**config.mk**
```make
export PLATFORM = sky130hd
export DESIGN_NAME = gps_sqrt
export DESIGN_NICKNAME = d
export VERILOG_FILES = /design/src/hw/rtl/gaussian_polar_sampler_top_assert.svh /design/src/hw/rtl/gps_pkg.sv /design/src/hw/rtl/gps_sqrt.sv
export SDC_FILE = /design/constraint.sdc
export NUM_CORES = 2
export LEC_CHECK = 0
export BUFFER_PORTS_ARGS = -buffer_cell sky130_fd_sc_hd__clkbuf_2
export CAP_MARGIN = 20
export CORE_ASPECT_RATIO = 1.25
export CORE_UTILIZATION = 24
export DETAILED_ROUTE_END_ITERATION = 10
export REMOVE_ABC_BUFFERS = 1
export SLEW_MARGIN = 20
export SYNTH_ARGS = -nofsm -noshare
export SYNTH_HDL_FRONTEND = slang
export SYNTH_MEMORY_MAX_BITS = 65536
export SYNTH_SLANG_ARGS = --single-unit
```
**constraint.sdc**
```tcl
create_clock -name clock -period 3.9 [get_ports clock]
set_input_delay 0.78 -clock clock [delete_from_list [all_inputs] [get_ports clock]]
set_output_delay 0.78 -clock clock [all_outputs]
set_load 0.02 [all_outputs]
```
**src/hw/rtl/gaussian_polar_sampler_top_assert.svh**
```systemverilog
// Assertion macros used by the sampler top level.
// Each expects signals named clock and reset in the scope where it is used.
`ifndef GAUSSIAN_POLAR_SAMPLER_TOP_ASSERT_SVH
`define GAUSSIAN_POLAR_SAMPLER_TOP_ASSERT_SVH

// Consequent must hold in the same cycle as the antecedent.
`define GPS_ASSERT_SAME(lbl, ante, cons, msg) \
   lbl: assert property (@(posedge clock) disable iff (reset) (ante) |-> (cons)) \
      else $error(msg);

// Consequent must hold in the cycle after the antecedent.
`define GPS_ASSERT_NEXT(lbl, ante, cons, msg) \
   lbl: assert property (@(posedge clock) disable iff (reset) (ante) |=> (cons)) \
      else $error(msg);

`endif

```
**src/hw/rtl/gps_pkg.sv**
```systemverilog
package gps_pkg;

   // Register map of the configuration port
   localparam int CSR_IDX_W = 2;
   localparam logic [CSR_IDX_W-1:0] CSR_MEAN    = 2'd0;
   localparam logic [CSR_IDX_W-1:0] CSR_STD_DEV = 2'd1;

   localparam logic signed [31:0] MEAN_RESET    = 32'sd0;
   localparam logic [31:0]        STD_DEV_RESET = 32'd65536;

   // 2 ln 2 in Q.32 is 2^32 + LN2X2_LO
   localparam logic [30:0] LN2X2_LO = 31'd1659121648;

   // -2 ln s in Q.32 reaches about 86 * 2^32, so it needs 39 bits
   localparam int W_BITS = 39;

   // Iteration counts of the log, divide and square-root pipelines
   localparam int LOG_STEPS  = 32;
   // (w << 23) / m stays below 2^31
   localparam int DIV_STEPS  = 31;
   // Low bits of w shifted into the divider after its first remainder
   localparam int DIV_LO_W   = W_BITS - DIV_STEPS;
   // Quotient after the odd-exponent doubling
   localparam int QD_W       = DIV_STEPS + 1;
   // The radicand is (qd << 24): twelve all-zero bit pairs at the bottom
   localparam int SQRT_ZERO_PAIRS = 12;
   localparam int SQRT_STEPS = QD_W / 2 + SQRT_ZERO_PAIRS;

   // What travels with a pair down the pipeline
   typedef struct packed {
      logic [31:0] mag_a;
      logic [31:0] mag_b;
      logic        neg_a;
      logic        neg_b;
      logic [5:0]  expo;
   } pair_info_type;

endpackage

```
**src/hw/rtl/gps_sqrt.sv**
```systemverilog
module gps_sqrt import gps_pkg::*; (
   input  logic                  clock,
   input  logic                  reset,
   input  logic                  en,
   input  logic                  in_vld,
   input  logic [DIV_STEPS-1:0]  in_q,
   input  pair_info_type         in_info,
   output logic                  out_vld,
   output logic [SQRT_STEPS-1:0] out_root,
   output pair_info_type         out_info
);

   logic                  vld_ff  [SQRT_STEPS];
   logic [QD_W-1:0]       qd_ff   [SQRT_STEPS];
   logic [SQRT_STEPS+1:0] rem_ff  [SQRT_STEPS];
   logic [SQRT_STEPS-1:0] root_ff [SQRT_STEPS];
   pair_info_type         info_ff [SQRT_STEPS];

   // Double the quotient when the exponent is odd
   logic [QD_W-1:0] qd_first;
   assign qd_first = in_info.expo[0] ? {in_q, 1'b0} : {1'b0, in_q};

   // Digit-by-digit root of (qd << 24), one root bit per stage
   for (genvar i = 0; i < SQRT_STEPS; i++) begin : g_stage
      localparam int K = SQRT_STEPS - 1 - i;
      logic                  p_vld;
      logic [QD_W-1:0]       p_qd;
      logic [SQRT_STEPS+1:0] p_rem;
      logic [SQRT_STEPS-1:0] p_root;
      pair_info_type         p_info;
      logic [1:0]            pair;
      logic [SQRT_STEPS+3:0] cur;
      logic [SQRT_STEPS+3:0] trial;
      logic [SQRT_STEPS+3:0] diff;
      logic                  ge;
      logic [SQRT_STEPS+1:0] rem_in;
      logic [SQRT_STEPS-1:0] root_in;

      if (i == 0) begin : g_first
         assign p_vld  = in_vld;
         assign p_qd   = qd_first;
         assign p_rem  = '0;
         assign p_root = '0;
         assign p_info = in_info;
      end else begin : g_next
         assign p_vld  = vld_ff[i-1];
         assign p_qd   = qd_ff[i-1];
         assign p_rem  = rem_ff[i-1];
         assign p_root = root_ff[i-1];
         assign p_info = info_ff[i-1];
      end

      // The low part of the radicand is all zero
      if (K >= SQRT_ZERO_PAIRS) begin : g_pair
         assign pair = p_qd[2*(K-SQRT_ZERO_PAIRS)+1 : 2*(K-SQRT_ZERO_PAIRS)];
      end else begin : g_zero
         assign pair = 2'b00;
      end

      always_comb begin
         cur     = {p_rem, pair};
         trial   = {2'b00, p_root, 2'b01};
         diff    = cur - trial;
         ge      = (cur >= trial);
         rem_in  = ge ? diff[SQRT_STEPS+1:0] : cur[SQRT_STEPS+1:0];
         root_in = {p_root[SQRT_STEPS-2:0], ge};
      end

      always_ff @(posedge clock) begin
         if (reset) begin
            vld_ff[i] <= 1'b0;
         end else if (en) begin
            vld_ff[i] <= p_vld;
         end
      end

      always_ff @(posedge clock) begin
         if (en) begin
            qd_ff[i]   <= p_qd;
            rem_ff[i]  <= rem_in;
            root_ff[i] <= root_in;
            info_ff[i] <= p_info;
         end
      end
   end

   assign out_vld  = vld_ff[SQRT_STEPS-1];
   assign out_root = root_ff[SQRT_STEPS-1];
   assign out_info = info_ff[SQRT_STEPS-1];

endmodule

```
# ---- Yosys cells after proc, flatten, opt, wreduce, memory -nomap -nowiden
# Memories as Yosys holds them, arrays and structs flattened.
# Cells that the tools add are included.
# W data, S select, Z words.
dict set report classes {
  add_sub_neg 28
  order_cmp 28
  n_mux 63
  bitwise_logic 28
}
# cell n
set ops {}
lappend ops {{$ge A32 B30 Y1} 27}
lappend ops {{$mux W30} 28}
lappend ops {{$sub A30 B30 Y30} 27}
lappend ops {{$mux W1} 34}
lappend ops {{$mux W32} 1}
lappend ops {{$or A1 B1 Y1} 28}
lappend ops {{$sub A2 B1 Y3 const B} 1}
lappend ops {{$ge A2 B1 Y1 const B} 1}
dict set report word_totals {
  ff_bits 0
  mem_bits_rw 4564
  output_inout_bits 101
  wordCells 152
  memories 5
}
# name words word_bits read_ports rd_clocked_by_memory_dff wr line_no
set mem_list {}
lappend mem_list {info_ff 28 72 28 0 28 gps_sqrt.sv:17} ;# pair_info_type info_ff [SQRT_STEPS];
lappend mem_list {qd_ff 28 32 27 0 28 gps_sqrt.sv:14} ;# logic [QD_W-1:0] qd_ff [SQRT_STEPS];
lappend mem_list {rem_ff 28 30 27 0 28 gps_sqrt.sv:15} ;# logic [SQRT_STEPS+1:0] rem_ff [SQRT_STEPS];
lappend mem_list {root_ff 28 28 28 0 28 gps_sqrt.sv:16} ;# logic [SQRT_STEPS-1:0] root_ff [SQRT_STEPS];
lappend mem_list {vld_ff 28 1 28 0 28 gps_sqrt.sv:13} ;# logic vld_ff [SQRT_STEPS];

# ---- Longest topological paths before layout
dict set report logic_depth {
  depth_word 4
  mapped_depth 15
  ltp_nobuf 14
}

# ---- Least setup slack after synthesis
# No wires, ideal clock.
dict set report synth_path {
  path_kind {reg2reg}
  from {memory rem_ff[1][61] (netlist bit)}
  to {memory rem_ff[1][101] (netlist bit) (data pin)}
  arrival_time_ns 3.195
  path_slack_ns 0.445
  stages_incl_launch_ff 14
  path_buffers 1
  cell_sequence {edfxtp_1 > inv_1 > ha_1 > inv_1 > fa_1 > nor2b_1 > o21ai_0 > a21o_1 > a31oi_1 > a22oi_1 > a21o_1 > o311ai_0 > clkbuf_1 > mux2_2}
}
# item line_no
set synth_lines {}
lappend synth_lines {{start, declared} gps_sqrt.sv:15}

==> impl_results.md <==
* Status: finished clean
* WP data required at 4.54 ns
* Met2 Usage GRT at 0.129
* H-tree depth at 5
* Clock Sinks at 3447
* Area of the core at 556000 µm²
* Post-Syn Area at 134000 µm²
* FF/Latch Area at 104000 µm²
* Synthesized flop and latch total at 3447
* TritonCTS buffer count at 351
* Busiest grt layer: met2
* DIE HEIGHT at 838 µm
* IO Port Bufs at 207
* Total power at 88.8 mW
* Final GP Congestion at 0.830
* Post-synth EDFFs at 3447
* Detailed Place HPWL at 134000 µm
* Worst VDD drop at 0.383 mV
* Chip Width at 671 µm
* Critical path class: register to register
* CP Max Fanout at 21
* Post-synth ARST share at 0
* Top-count cell post-synth: edfxtp_1
* Tot GR Track Use at 0.0704
* Setup crit end kind: register
* Synth top cells by count: edfxtp_1, inv_1, nand2_1, ha_1, a21oi_1
* RSZ-0062 raised after global routing: false
* Vias per inst at 3.92
* Worst Clk Skew at 0.129 ns
* Synth Instances at 8244
* DR WL/cell at 12.4 µm
* Initial antenna violation count at 8
* Row cnt at 306
* Worst-Skew Late Latency at 1.01 ns
* Fill cell count at 55100
* First-pass GRT wire length at 331000 µm
* Layout cell share with drive strength beyond 1 at 0.109
* Placed Area at 146000 µm²
* Pre-CTS setup slack at -0.0233 ns
* Initial Utilization at 0.241
* Final ANT Viol Nets at 0
* Multi-input gate area at 28400 µm²
* Yosys cell types at 95
* CTS root buffer: clkbuf_16
* Fmax at 270 MHz
* Final Cycle Share at 0.951
* CTS tree: yes
* Synth area leaders: edfxtp_1, ha_1, xnor2_1, xor2_1, a21oi_1
* HP Class: input port to register
* Tightest Pin Transition at 0.999 ns
* Area Overhead vs Synth at 17.6%
* Largest area contributor in the netlist: edfxtp_1
* Kind of start point of the critical path: register
* Inst Count DP at 15800
* Grt met1 use at 0.0767
* Vias at 65100
* Gr ovfl total at 0
* Worst EP arrival at 4.34 ns
* Largest net degree at the start of global routing at 178
* Avg Inst Size Synth at 16.3 µm²
* Die area at 563000 µm²
* 1st-iter DRT viols at 3118
* Leakage at 55.8 nW
* Final Max Tran Viols at 0
* Relative slew slack at 0.334
* Met3 usage at 0.0147
* Final min period at 3.71 ns
* Max-cap violations at 0
* Fin Hold WS at 0.151 ns
* Clk slew on worst S/H paths at 0.06 ns
* Most used DFF post-synth: edfxtp_1
* Final setup margin at 0.192 ns
* Post-synth top area share at 0.771
* CTS Buffer Depth at 4
* Sequential element share of the synthesized area at 0.771
* Pwr dens at 562 nW/µm²
* YS warnings at 0
* Finished Cell Area at 158000 µm²
* Boundary Pins at 208
* Setup-failing EPs final at 0
* Hold Fails Final Rpt at 0
* Final cell count without fillers at 16600
* DRT Pass-1 Iters at 5
* Nets at 9425
* Vias in the first global route at 65700
* Total Wirelength at 205000 µm
* DRC viols at 0
-- metal layers --
metal,up-vias,share of wire
li1,32500,-
met1,31000,0.41
met2,991,0.51
met3,545,0.040
met4,6,0.046
met5,-,0.00023
-- flip-flops by register name (all words and copies together) (netlist names) --
register	count
root_ff	394
info_ff	2016
rem_ff	769
vld_ff	28
qd_ff	240
-- path summary, 6_finish.rpt --
path,start,endpoint,slack (ns),depth (start not counted)
max,rem_ff[1][211],rem_ff[1][263],0.19,16
max reg2reg,rem_ff[1][211],rem_ff[1][263],0.19,16
min,in_q[27],qd_ff[0][27],0.15,2
min reg2reg,info_ff[0][520],info_ff[0][592],0.36,0
-- kinds of logic (layout without fill, tap and decap cells) --
kind of cell             Yosys count  in the layout  share of synthesized area
flip-flops                      3447           3447                      0.771
AO/OA/AOI/OAI                   1310           1310                     0.0611
other                              1              3                  0.0000279
buffers and inverters            661           1601                     0.0186
multiplexers                      99             99                    0.00824
XOR/XNOR                         572            572                     0.0373
adder cells (fa/ha/maj)          424            424                     0.0401
AND/OR/NAND/NOR                 1730           1730                     0.0640
-- critical path: stages (launching register included) --
cell and delay [ns]:
edfxtp_1 0.36, inv_1 0.07, ha_1 0.20, inv_1 0.07, fa_1 0.20, nor2b_1 0.07, o31ai_1 0.56, a2111oi_2 0.19
buf_4 0.20, a211oi_1 0.45, nor3_2 0.11, a21oi_1 0.27, o211ai_2 0.14, buf_12 0.19, buf_4 0.15, nor2_1 0.09
a21oi_1 0.05
-- cells in the final DEF, fill, tap and decap left out, drive strengths merged, types with 50 or more instances in the layout --
cell and count:
nor2 401, nor4 90, nor3 147, dlygate4sd3 92
nand3 105, o21ai 328, a21o 150, clkinv 146
inv 560, and2 50, mux2 93, buf 123
nor2b 65, a21oi 412, clkbuf 632, nand2 478
nand2b 84, ha 413, or3 83, edfxtp 3447
xnor2 293, o21a 75, xor2 279
-- power by group --
group	switching (mW)	internal, mW	total, mW
clock	14.0	18.8	32.8
sequential	1.59	44.8	46.4
combinational	5.45	4.17	9.62
-- what timing repair did --
action	4_1_cts	5_1_grt
buffers inserted	0	1
hold buffers	92	0
endpoints found under the setup margin	7	28
gates resized for setup	1	5
endpoints found under the hold margin	89	0
pin swaps	0	1
-- through the flow --
stage	utilization	setup TNS (ns)
finish	0.284	0
global route	0.284	0
CTS	0.284	0
detailed placement	0.262	-0.109
global placement	0.262	-0.507
floorplan	-	-82.06
-- final cells by class --
type                       instances  share of cell area
antenna                            2           0.0000317
clock buffer                     426              0.0576
clock inverter                   217              0.0145
inverter                         537              0.0128
multi-input combinational       4136               0.180
sequential                      3447               0.655
tap                             7392              0.0585
timing repair buffer             421              0.0219
(Power assumes the default switching activity.)
